File: config.mk
export PLATFORM = sky130hd
export DESIGN_NAME = note_voice_gate_retrigger_top
export DESIGN_NICKNAME = d
export VERILOG_FILES = /design/src/rtl/core/nvgr_pkg.sv /design/src/rtl/core/note_voice_gate_retrigger_top.sv
export SDC_FILE = /design/constraint.sdc
export NUM_CORES = 1
export LEC_CHECK = 0
export ABC_AREA = 1
export BUFFER_PORTS_ARGS = -buffer_cell sky130_fd_sc_hd__buf_2
export CORE_ASPECT_RATIO = 2
export CORE_MARGIN = 2
export CORE_UTILIZATION = 53
export DETAILED_ROUTE_END_ITERATION = 8
export GPL_TIMING_DRIVEN = 0
export PLACE_DENSITY = 0.85
export SYNTH_ARGS = -nofsm -noshare
export SYNTH_HDL_FRONTEND = slang
export SYNTH_SLANG_ARGS = --single-unit
File: constraint.sdc
create_clock -name clk -period 6.9 [get_ports clk]
set_clock_uncertainty 0.15 [all_clocks]
set_input_delay 0.345 -clock clk [delete_from_list [all_inputs] [get_ports clk]]
set_output_delay 0.345 -clock clk [all_outputs]
set_load 0.02 [all_outputs]
File: src/rtl/core/nvgr_pkg.sv
// Package: codes, widths and reset constants for the note voice gate/retrigger block.
package nvgr_pkg;

    localparam int PITCH_W  = 24;
    localparam int TIME_W   = 48;
    localparam int COUNT_W  = 16;
    localparam int REQ_W    = 2;
    localparam int MODE_W   = 2;
    localparam int IN_W     = 144;
    localparam int OUT_W    = 56;

    localparam logic [REQ_W-1:0] REQ_PLAY    = 2'd0;
    localparam logic [REQ_W-1:0] REQ_ADVANCE = 2'd1;
    localparam logic [REQ_W-1:0] REQ_SAMPLES = 2'd2;
    localparam logic [REQ_W-1:0] REQ_RESET   = 2'd3;

    localparam logic [MODE_W-1:0] MODE_IDLE    = 2'd0;
    localparam logic [MODE_W-1:0] MODE_PLAYING = 2'd1;
    localparam logic [MODE_W-1:0] MODE_RETRIG  = 2'd2;

    // minus 100 volts in s7.16
    localparam logic [PITCH_W-1:0] PITCH_RESET = 24'h9C0000;
    localparam logic [COUNT_W-1:0] GAP_RESET   = 16'd1;

    typedef struct packed {
        logic [REQ_W-1:0]   req_type;
        logic [PITCH_W-1:0] note_pitch;
        logic [TIME_W-1:0]  event_time;
        logic [TIME_W-1:0]  note_end_time;
        logic [COUNT_W-1:0] sample_count;
        logic               clear_gate;
    } req_t;

    typedef struct packed {
        logic               gate_write;
        logic               gate_level;
        logic               cv_write;
        logic [PITCH_W-1:0] cv_value;
        logic [MODE_W-1:0]  voice_mode;
        logic               note_ended;
        logic [PITCH_W-1:0] current_pitch;
    } rsp_t;

endpackage

File: src/rtl/core/note_voice_gate_retrigger_top.sv
// Top level: one sequencer voice with gate, pitch CV and retrigger countdown.
//
//  channel  dir  handshake            payload
//  s_*      in   s_tvalid/s_tready    tdata: request fields, tuser: req_type
//  m_*      out  m_tvalid/m_tready    tdata: result fields
//  cfg_*    in   cfg_valid/cfg_ready  cfg_data: retrigger_gap_samples
//
// Each word passes through the input register and then the result register,
// one word per cycle sustained while m_tready stays high; the voice state is
// compared and updated as the word moves into the result register.
// Reset (rst_n low) clears the voice state and sets the gap register to 1.
// A stalled result holds in the output register; the input register keeps
// accepting as long as the result register frees in the same cycle.
module note_voice_gate_retrigger_top
    import nvgr_pkg::*;
(
    input  logic              clk,
    input  logic              rst_n,
    input  logic              s_tvalid,
    output logic              s_tready,
    // [23:0] note_pitch, [71:24] event_time, [119:72] note_end_time,
    // [135:120] sample_count, [136] clear_gate, [143:137] zero
    input  logic [IN_W-1:0]   s_tdata,
    // [1:0] req_type
    input  logic [REQ_W-1:0]  s_tuser,
    output logic              m_tvalid,
    input  logic              m_tready,
    // [0] gate_write, [1] gate_level, [2] cv_write, [26:3] cv_value,
    // [28:27] voice_mode, [29] note_ended, [53:30] current_pitch, [55:54] zero
    output logic [OUT_W-1:0]  m_tdata,
    input  logic              cfg_valid,
    output logic              cfg_ready,
    input  logic [COUNT_W-1:0] cfg_data
);

    logic               in_valid_reg;
    req_t               in_reg;
    logic               out_valid_reg;
    rsp_t               out_reg;
    rsp_t               out_next;

    logic [COUNT_W-1:0] gap_cfg_reg;

    logic [MODE_W-1:0]  mode_reg,       mode_next;
    logic [TIME_W-1:0]  end_time_reg,   end_time_next;
    logic               end_valid_reg,  end_valid_next;
    logic [TIME_W-1:0]  last_end_reg,   last_end_next;
    logic               last_valid_reg, last_valid_next;
    logic [PITCH_W-1:0] played_reg,     played_next;
    logic [PITCH_W-1:0] wait_pitch_reg, wait_pitch_next;
    logic [TIME_W-1:0]  wait_end_reg,   wait_end_next;
    logic [COUNT_W-1:0] gap_cnt_reg,    gap_cnt_next;

    logic               advance;
    logic               s_accept;

    assign advance   = in_valid_reg && (!out_valid_reg || m_tready);
    assign s_tready  = !in_valid_reg || !out_valid_reg || m_tready;
    assign s_accept  = s_tvalid && s_tready;
    assign cfg_ready = 1'b1;
    assign m_tvalid  = out_valid_reg;
    assign m_tdata   = {2'b00, out_reg.current_pitch, out_reg.note_ended, out_reg.voice_mode,
                        out_reg.cv_value, out_reg.cv_write, out_reg.gate_level,
                        out_reg.gate_write};

    always_ff @(posedge clk or negedge rst_n)
    begin
        if (!rst_n)
        begin
            gap_cfg_reg <= GAP_RESET;
        end
        else if (cfg_valid)
        begin
            gap_cfg_reg <= cfg_data;
        end
    end

    // input register
    always_ff @(posedge clk or negedge rst_n)
    begin
        if (!rst_n)
        begin
            in_valid_reg <= 1'b0;
        end
        else if (s_tready)
        begin
            in_valid_reg <= s_tvalid;
        end
    end

    always_ff @(posedge clk)
    begin
        if (s_accept)
        begin
            in_reg.req_type      <= s_tuser;
            in_reg.note_pitch    <= s_tdata[23:0];
            in_reg.event_time    <= s_tdata[71:24];
            in_reg.note_end_time <= s_tdata[119:72];
            in_reg.sample_count  <= s_tdata[135:120];
            in_reg.clear_gate    <= s_tdata[136];
        end
    end

    always_comb
    begin
        mode_next       = mode_reg;
        end_time_next   = end_time_reg;
        end_valid_next  = end_valid_reg;
        last_end_next   = last_end_reg;
        last_valid_next = last_valid_reg;
        played_next     = played_reg;
        wait_pitch_next = wait_pitch_reg;
        wait_end_next   = wait_end_reg;
        gap_cnt_next    = gap_cnt_reg;

        out_next = '0;

        case (in_reg.req_type)
            REQ_PLAY:
            begin
                out_next.gate_write = 1'b1;
                if (last_valid_reg && (in_reg.event_time == last_end_reg))
                begin
                    // back-to-back note: drop the gate and hold the note
                    mode_next       = MODE_RETRIG;
                    wait_pitch_next = in_reg.note_pitch;
                    wait_end_next   = in_reg.note_end_time;
                    gap_cnt_next    = (gap_cfg_reg != '0) ? gap_cfg_reg : GAP_RESET;
                end
                else
                begin
                    played_next         = in_reg.note_pitch;
                    end_time_next       = in_reg.note_end_time;
                    end_valid_next      = 1'b1;
                    mode_next           = MODE_PLAYING;
                    out_next.cv_write   = 1'b1;
                    out_next.cv_value   = in_reg.note_pitch;
                    out_next.gate_level = 1'b1;
                end
            end
            REQ_ADVANCE:
            begin
                if (end_valid_reg && (end_time_reg <= in_reg.event_time))
                begin
                    out_next.gate_write = 1'b1;
                    out_next.note_ended = 1'b1;
                    last_end_next       = end_time_reg;
                    last_valid_next     = 1'b1;
                    end_valid_next      = 1'b0;
                    end_time_next       = '0;
                    mode_next           = MODE_IDLE;
                end
            end
            REQ_SAMPLES:
            begin
                if (gap_cnt_reg != '0)
                begin
                    if (in_reg.sample_count >= gap_cnt_reg)
                    begin
                        // countdown expired: reopen the gate with the held note
                        gap_cnt_next        = '0;
                        mode_next           = MODE_PLAYING;
                        out_next.cv_write   = 1'b1;
                        out_next.cv_value   = wait_pitch_reg;
                        end_time_next       = wait_end_reg;
                        end_valid_next      = 1'b1;
                        out_next.gate_write = 1'b1;
                        out_next.gate_level = 1'b1;
                    end
                    else
                    begin
                        gap_cnt_next = gap_cnt_reg - in_reg.sample_count;
                    end
                end
            end
            default:
            begin
                mode_next           = MODE_IDLE;
                end_time_next       = '0;
                end_valid_next      = 1'b0;
                last_end_next       = '0;
                last_valid_next     = 1'b0;
                played_next         = PITCH_RESET;
                gap_cnt_next        = '0;
                out_next.gate_write = in_reg.clear_gate;
            end
        endcase

        out_next.voice_mode    = mode_next;
        out_next.current_pitch = played_next;
    end

    // voice state, updated as each word moves into the result register
    always_ff @(posedge clk or negedge rst_n)
    begin
        if (!rst_n)
        begin
            mode_reg       <= MODE_IDLE;
            end_time_reg   <= '0;
            end_valid_reg  <= 1'b0;
            last_end_reg   <= '0;
            last_valid_reg <= 1'b0;
            played_reg     <= PITCH_RESET;
            wait_pitch_reg <= '0;
            wait_end_reg   <= '0;
            gap_cnt_reg    <= '0;
        end
        else if (advance)
        begin
            mode_reg       <= mode_next;
            end_time_reg   <= end_time_next;
            end_valid_reg  <= end_valid_next;
            last_end_reg   <= last_end_next;
            last_valid_reg <= last_valid_next;
            played_reg     <= played_next;
            wait_pitch_reg <= wait_pitch_next;
            wait_end_reg   <= wait_end_next;
            gap_cnt_reg    <= gap_cnt_next;
        end
    end

    // result register
    always_ff @(posedge clk or negedge rst_n)
    begin
        if (!rst_n)
        begin
            out_valid_reg <= 1'b0;
        end
        else if (!out_valid_reg || m_tready)
        begin
            out_valid_reg <= in_valid_reg;
        end
    end

    always_ff @(posedge clk)
    begin
        if (advance)
        begin
            out_reg <= out_next;
        end
    end

`ifndef SYNTHESIS
    // a CV write always comes with the gate going high
    assert property (@(posedge clk) disable iff (!rst_n)
        (out_valid_reg && out_reg.cv_write) |-> (out_reg.gate_write && out_reg.gate_level))
    else $error("cv write without gate rising");

    // an ended note leaves the voice idle with the gate dropped
    assert property (@(posedge clk) disable iff (!rst_n)
        (out_valid_reg && out_reg.note_ended)
        |-> (out_reg.voice_mode == MODE_IDLE && out_reg.gate_write && !out_reg.gate_level))
    else $error("note end without idle mode and gate drop");

    // retrigger mode always has a countdown running
    assert property (@(posedge clk) disable iff (!rst_n)
        (mode_reg == MODE_RETRIG) |-> (gap_cnt_reg != '0))
    else $error("retrigger mode with empty countdown");

    // a word in the input register moves on whenever the result register is free
    assert property (@(posedge clk) disable iff (!rst_n)
        (in_valid_reg && !out_valid_reg) |=> out_valid_reg)
    else $error("input word not forwarded");
`endif

endmodule

; ---- Yosys cells after proc, flatten, opt, wreduce, memory -nomap -nowiden
; Cells that the tools add are included.
[op_classes]
add_sub_neg = 1
n_lt_le_gt_ge = 2
n_eq_ne = 8
muxes = 32
n_bitwise = 2
n_reduce_logical = 18
[ops]
columns = cell, count
row1 = $mux 48, 5
row2 = $pmux 48 s3, 1
row3 = $pmux 48 s2, 1
row4 = $mux 16, 4
row5 = $mux 27, 2
row6 = $pmux 26 s2, 1
row7 = $eq 48x48->1, 1
row8 = $le 48x48->1, 1
row9 = $pmux 16 s3, 1
row10 = $pmux 24 s2, 1
row11 = $reduce_bool 16->1, 2
row12 = $mux 26, 1
row13 = $mux 24, 1
row14 = $ge 16x16->1, 1
row15 = $sub 16x16->16, 1
row16 = $ne 2x2->1 const B, 5
row17 = $mux 2, 4
row18 = $mux 1, 6
row19 = $pmux 1 s3, 2
row20 = $pmux 2 s3, 1
row21 = $reduce_and 3->1, 2
row22 = $reduce_and 5->1, 1
row23 = $logic_and 1x1->1, 4
row24 = $reduce_and 4->1, 1
row25 = 8 further kinds, 13
[word_totals]
ff_bits = 423
output_inout_bits = 59
wordCells = 88

; ---- Longest topological paths before layout
; Gate-level depths: netlist of run 1.
[logic_depth]
depth_word = 4
depth_mapped = 21
ltp_nobuf = 19

; ---- Worst setup path before layout of run 1
; No wires, ideal clock.
[synth_path]
path_type = reg2reg
from = register out_valid_reg (netlist: m_tvalid)
to = register in_reg[0] (netlist name) (enable)
arrival_time_ps = 6437
required_ps = 6108
setup_slack_ps = -329
stages_incl_launch_ff = 4
period_less_slack_ps = 7229
cell_sequence = dfrtp_1 nand2_1 nor2_1 nor2_1
[synth_via]
elab_chain_len = 4
[synth_rtl]
columns = item, line_no
row1 = "start, declared", note_voice_gate_retrigger_top.sv:38  ; logic out_valid_reg;
row2 = "start signal, assigned", note_voice_gate_retrigger_top.sv:231  ; out_valid_reg <= in_valid_reg;
row3 = $logic_not 1->1, note_voice_gate_retrigger_top.sv:58  ; assign s_tready = !in_valid_reg || !out_valid_reg || m_tready;
row4 = $logic_or 1x1->1 (2 in series), note_voice_gate_retrigger_top.sv:58
row5 = $logic_and 1x1->1, note_voice_gate_retrigger_top.sv:59  ; assign s_accept = s_tvalid && s_tready;
row6 = via s_accept, note_voice_gate_retrigger_top.sv:55  ; logic s_accept;
row7 = "end, declared", note_voice_gate_retrigger_top.sv:37  ; req_t in_reg;
; The timed path passes the listed nets, and every way through them passes these cells.
; A chain may end at the register's enable or synchronous reset.

; ---- Worst setup path in the final report of run 1
[layout_path]
from = input port m_tready
to = register out_reg, in the netlist m_tdata[39] (enable)
[layout_via]
elab_chain_len = 2
[layout_rtl]
columns = item, line_no
row1 = "start, declared", note_voice_gate_retrigger_top.sv:27  ; input logic m_tready,
row2 = $logic_or 1x1->1, note_voice_gate_retrigger_top.sv:57  ; assign advance = in_valid_reg && (!out_valid_reg || m_tready);
row3 = $logic_and 1x1->1, note_voice_gate_retrigger_top.sv:57
row4 = via advance, note_voice_gate_retrigger_top.sv:54  ; logic advance;
row5 = "end signal, assigned", note_voice_gate_retrigger_top.sv:239  ; out_reg <= out_next;
row6 = "end, declared", note_voice_gate_retrigger_top.sv:39  ; rsp_t out_reg;
; The timed path passes the listed nets, and every way through them passes these cells.

==> results of run 1 <==
-- through the flow --
step,setup WS (ns),instance area (um^2)
2_1_floorplan,2.077,19230
3_5_place_dp,3.389,21020
6_report,3.399,23830
4_1_cts,3.396,23830
5_1_grt,3.275,23830
3_3_place_gp,0.6362,20870
-- critical path: stages --
cell and delay (ns):
dlygate4sd3_1 0.53, buf_2 0.11, inv_1 0.04, nand2_1 0.10, nand2_1 0.20, clkbuf_1 0.33, inv_1 0.29, clkbuf_1 0.66
buf_2 0.63, buf_12 0.31
-- power by group --
| part | internal [uW] | leakage, uW | switching [uW] |
|---|---|---|---|
| logic | 365 | 0.00595 | 625 |
| clock network | 1150 | 0.000596 | 941 |
| registers | 2850 | 0.00496 | 131 |
-- worst max path at each step --
| stage | end | slack, ns | cells after the start |
|---|---|---|---|
| floorplan | in_reg[0] | 2.08 | 3 |
| global placement | in_reg[90] | 0.64 | 5 |
| detailed placement | m_tdata[9] | 3.39 | 9 |
| CTS | m_tdata[39] | 3.40 | 10 |
| global route | m_tdata[6] | 3.28 | 10 |
| finish | m_tdata[39] | 3.40 | 10 |
-- cell type report --
type / instances / area [um^2]
Fill cell: 2648 / 11980
Sequential cell: 422 / 11530
Multi-Input combinational cell: 1325 / 6492
Timing Repair Buffer: 381 / 2823
Clock buffer: 61 / 1152
Inverter: 208 / 780.7
Tap cell: 450 / 563.0
Buffer: 89 / 431.7
Clock inverter: 7 / 56.30
Antenna cell: 1 / 2.502
-- routing by layer --
| metal | wire length, um | part of all wire | track usage | vias up |
|---|---|---|---|---|
| li1 | - | - | - | 7553 |
| met1 | 18320 | 0.33 | 0.2903 | 7678 |
| met2 | 29330 | 0.52 | 0.5353 | 883 |
| met3 | 3318 | 0.059 | 0.04269 | 292 |
| met4 | 5039 | 0.090 | 0.2443 | 0 |
| met5 | 0 | 0 | 0 | - |
-- cells by family after synthesis --
family          after synthesis  share of synthesized area
compound gates              255                    0.06927
flops                       422                     0.5998
buf+inv                     297                    0.06302
fa+ha+maj                    69                    0.04531
other cells                   2                  0.0003907
xor+xnor                     31                    0.01413
simple gates                967                     0.2081
-- what timing repair did --
action | 4_1_cts | 5_1_grt
setup endpoints to repair | 0 | 0
gates resized for setup | 0 | 0
endpoints found under the hold margin | 257 | 0
hold buffers | 160 | 0
-- synthesized netlist by cell type, drive strengths merged, types with 5 or more instances --
| cell | instances |
|---|---|
| dfstp | 5 |
| inv | 207 |
| clkbuf | 34 |
| a21oi | 66 |
| buf | 55 |
| xor2 | 12 |
| nand2 | 702 |
| nand3 | 87 |
| nand4 | 65 |
| o22ai | 5 |
| nor3 | 16 |
| xnor2 | 19 |
| dfrtp | 225 |
| nor4 | 5 |
| o21ai | 164 |
| o21a | 6 |
| nor2 | 79 |
| edfxtp | 192 |
| ha | 68 |
==> results.cfg, run 1 <==
[synth]
synthFlopType = dfrtp_1
yosys.area.top_type_share = 0.3000
ys_warn_count = 0
netlist_area_mm2 = 0.01922
async_flop_share = 0.5450
syn_avg_cell_area_um2 = 9.408
ys_ff_latch = 422
syn_inst = 2043
synth_edf_count = 192
ys_seq_area_frac = 0.5998
synth_cell_types = 45
synth_area_leaders = edfxtp_1 (30%), dfrtp_1 (29%), nand2_1 (14%), ha_1 (4.4%), inv_1 (3.9%)
synth_top_area_cell = edfxtp_1

[worst_setup_path]
crit_required_ns = 6.99
worst_setup_path_end_kind = register
r2r-end = last_end_reg[31]
r2r_cells = 15
worstPathArrival_ns = 3.59
cp_max_fo = 39
r2r_slack_ns = 3.43
worstSetupStartpointType = input pin
critPathKind = input pin to register
cp-startpoint = m_tready
regToRegStartpoint = in_reg[110]

[place]
dp_hpwl_um = 37700
place_inst = 2715
portBuffers = 215
place.gp.congestion = 0.9192

[clocking]
cts_max_path_buffers = 3
htreeDepth = 2
cts_setup_buffers = 0
clkSinkCount = 422
cts_buffers = 37
cts_tree = yes
path_clk_slew_ns = 0.07
clock_latency_ns = 0.56
cts_root_buf = clkbuf_16

[die]
start_util = 0.5368
dieArea_mm2 = 0.03790
die_h_um = 273.3
fp.dieW_um = 138.7
num_io_pins = 226
core_mm2 = 0.03580
rows = 98

[timing]
slew_headroom = 0.4200
maxSlewViolCount = 0
finalCritPeriodShare = 0.5074
tns_ns = 0
rsz0062_at_grt = no
whs_ns = 0.2520
setup_viol = 0
min_period_ns = 3.501
hold_viol = 0
worstMarginPinSlew_ns = 0.8700
fmax_mhz = 285.6

[power_and_ir_drop]
power.density_mw_per_mm2 = 254.4
total_power_uw = 6062
leakage_uw = 0.01150
peakVddDrop_mv = 0.2625

[global_routing]
grt_max_degree = 126
grt_pass1_vias = 17050
globalRouteOverflowTotal = 0
gr-usage-all-layers = 0.2928
grt_pass1_wl_um = 87240
antenna_found_initial = 0

[cells_and_area]
final_common_cell = nand2_1
fin_nets = 2700
stdcell_count = 2944
post-route-util = 0.6655
drive_gt1_frac = 0.1384
largest_register_ffs = 139
areaGrowthSynthToFinish_pct = 23.98
final_cell_mix = nand2_1 (701), buf_2 (250), dfrtp_1 (225), inv_1 (202), edfxtp_1 (192)

[run]
drv_cap = 0

[hold_path]
min_path_type = input pin to asynchronous set/reset pin

[detailed_routing]
ant_nets = 0
finalWirelength_um = 56000
via_per_inst = 5.573
initialDrtViolationCount = 1262
drc = 0
num_vias = 16410
dr.pass1.iters = 5
routedWlPerCell_um = 19.02

[run_status]
status = finished clean
Note: power is estimated with default switching activity, not from simulation.
==> run 2, diff against run 1 <==
--- a/config.mk
+++ b/config.mk
@@ -9,10 +9,10 @@
 export BUFFER_PORTS_ARGS = -buffer_cell sky130_fd_sc_hd__buf_2
 export CORE_ASPECT_RATIO = 2
 export CORE_MARGIN = 2
-export CORE_UTILIZATION = 53
+export CORE_UTILIZATION = 59
 export DETAILED_ROUTE_END_ITERATION = 8
 export GPL_TIMING_DRIVEN = 0
-export PLACE_DENSITY = 0.85
+export PLACE_DENSITY = 0.9
 export SYNTH_ARGS = -nofsm -noshare
 export SYNTH_HDL_FRONTEND = slang
 export SYNTH_SLANG_ARGS = --single-unit
==> constraint.sdc (replaced) <==
create_clock -name clk -period 3.5 [get_ports clk]
set_clock_uncertainty 0.15 [all_clocks]
set_input_delay 0.175 -clock clk [delete_from_list [all_inputs] [get_ports clk]]
set_output_delay 0.175 -clock clk [all_outputs]
set_load 0.02 [all_outputs]
==> run 2 against run 1 <==
  * Register-to-register slack lost 3.2 ns
  * Total power is 99% higher
  * Largest power group unchanged
  * Count of clock-buffer cells in the layout decreased by 3
  * Critical endpoint is now m_tdata[18]
  * Critical path depth rose by 6
  * Clock power rose by 100%
  * Die area decreased by 10%
  * First-iteration DRC count is 10% higher
  * Hold slack worse by 0.22 ns
  * Final cell count down 0.68%
  * Cell area grew 0.18%
  * Via count up 1.5%
  * Sequential share of layout area decreased by 0.089 points
==> results.cfg, run 2 (synthesis results as in run 1) <==
[run_status]
status = finished clean

[detailed_routing]
met1_length_um = 18400
routedWlPerCell_um = 19.59
num_vias = 16650
met3WireLength_um = 3120
initialDrtViolationCount = 1389
routed.top_layer = met4
drc = 0
finalWirelength_um = 57280
dr.pass1.iters = 8
met2WireLength_um = 30740
ant_nets = 0
via_per_inst = 5.694

[worst_setup_path]
cpMostUsedCell = nand2_1
worstPathArrival_ns = 3.58
worst_setup_path_end_kind = register
cp_slowest_stage_delay_ns = 0.41
regToRegStartpoint = gap_cnt_reg[0]
r2r_cells = 16
cp_slowest_cell = fa_1
cp-startpoint = gap_cnt_reg[0]
crit_required_ns = 3.76
critPathKind = register to register
worstSetupEndpoint = m_tdata[18]
cp_max_fo = 10
path_cells = inv_1 -> ha_1 -> inv_1 -> fa_1 -> nand3_1 -> nand2_1 -> nand2_1 -> nand3_1 -> nand2_1 -> nand3_1 -> nand2_1 -> nand3_1 -> inv_1 -> buf_2 -> nand2_1 -> nand2_1
r2r_slack_ns = 0.18
worstSetupStartpointType = register
r2r-end = m_tdata[18]

[clocking]
clock_latency_ns = 0.56
path_clk_slew_ns = 0.07
htreeDepth = 2
cts_max_path_buffers = 3
cts_tree = yes
cts_root_buf = clkbuf_16
cts_buffers = 37
clkSinkCount = 422

[timing]
rsz0062_at_grt = no
min_period_ns = 3.319
finalCritPeriodShare = 0.9482
hold_viol = 0
slew_headroom = 0.5410
setup_viol = 0
setup_ws_ns = 0.1813
fmax_mhz = 301.3
maxSlewViolCount = 0
whs_ns = 0.02871
worstMarginPinSlew_ns = 0.6885
tns_ns = 0

[cells_and_area]
areaGrowthSynthToFinish_pct = 24.21
fillers = 2102
fin_nets = 2702
final_common_cell = nand2_1
drive_gt1_frac = 0.1395
multiInputGateArea_mm2 = 0.006492
final_cell_mix = nand2_1 (701), buf_2 (250), dfrtp_1 (225), inv_1 (202), edfxtp_1 (192)
final-seq-area_mm2 = 0.01153
largest_register_ffs = 139

[power_and_ir_drop]
power.density_mw_per_mm2 = 505.4
total_power_uw = 12070
peakVddDrop_mv = 0.7174
leakage_uw = 0.01153

[die]
start_util = 0.5984
core_mm2 = 0.03212
dieArea_mm2 = 0.03412
fp.dieW_um = 131.6
num_io_pins = 226
rows = 93
die_h_um = 259.2

[place]
dp_hpwl_um = 37750
place.gp.congestion = 0.9407
portBuffers = 215
dp_slack_ns = 0.3335

[global_routing]
grt_pass1_wl_um = 89040
gr-usage-all-layers = 0.3359
globalRouteOverflowTotal = 0
grt_max_degree = 83
antenna_found_initial = 3
grt_pass1_vias = 17740

[hold_path]
min_path_type = input pin to register

[run]
drv_cap = 0
## run 2: changes by cell type in the layout (fill, tap and decap cells not counted), moves of 2 or more
| cell | delta |
|---|---|
| clkbuf_8 | -2 |
| clkbuf_1 | -3 |
| clkinvlp_4 | +2 |
| diode_2 | +2 |
| clkbuf_16 | +3 |
## run 2: per-stage QoR
| stage | utilization | instances | instance area [um^2] |
|---|---|---|---|
| after floorplan | - | 2044 | 19240 |
| after global placement | 0.6491 | 2686 | 20850 |
| after detailed placement | 0.6544 | 2693 | 21020 |
| after CTS | 0.7431 | 2921 | 23870 |
| after global routing | 0.7433 | 2924 | 23870 |
| final | 0.7433 | 2924 | 23870 |
## run 2: cell type report
class,instances,share of cell area
multi-input combinational,1325,0.2720
antenna,3,0.0003145
tap,427,0.02238
clock buffer,58,0.04948
inverter,208,0.03270
clock inverter,9,0.002411
buffer,89,0.01808
timing repair buffer,383,0.1198
sequential,422,0.4829
## run 2: timing repair
item / 4_1_cts / 5_1_grt
hold endpoints to repair: 278 / 0
hold buffers: 161 / 0
buffers inserted: 0 / 0
gates resized for setup: 0 / 0
## run 2: metal layers
metal,GRT usage,vias up
li1,-,7537
met1,0.3237,7889
met2,0.6265,911
met3,0.04979,311
met4,0.2739,0
met5,0,-
## run 2: how the worst min path moves through the flow
stage | start | endpoint | slack [ns] | cells after the start
6_report | cfg_valid | gap_cfg_reg[10] | 0.03 | 4
3_5_place_dp | rst_n | gap_cfg_reg[11] | 0.04 | 1
5_1_grt | cfg_valid | gap_cfg_reg[10] | 0.09 | 3
4_1_cts | cfg_valid | gap_cfg_reg[10] | 0.006 | 4
3_3_place_gp | s_tdata[127] | in_reg[8] | 0.20 | 1
2_1_floorplan | rst_n | end_time_reg[0] | -0.27 | 0
## run 2: worst max-delay path, delay by kind of cell, from the launching register on
family	cells	cell delay, ns
flops	1	0.39
simple gates	10	1.34
buf+inv	4	0.71
fa+ha+maj	2	0.57
## run 2: power breakdown
part           switching, uW  internal [uW]  leakage (uW)
combinational           1250            724       0.00597
sequential               268           5610       0.00496
clock                   1870           2340      0.000605
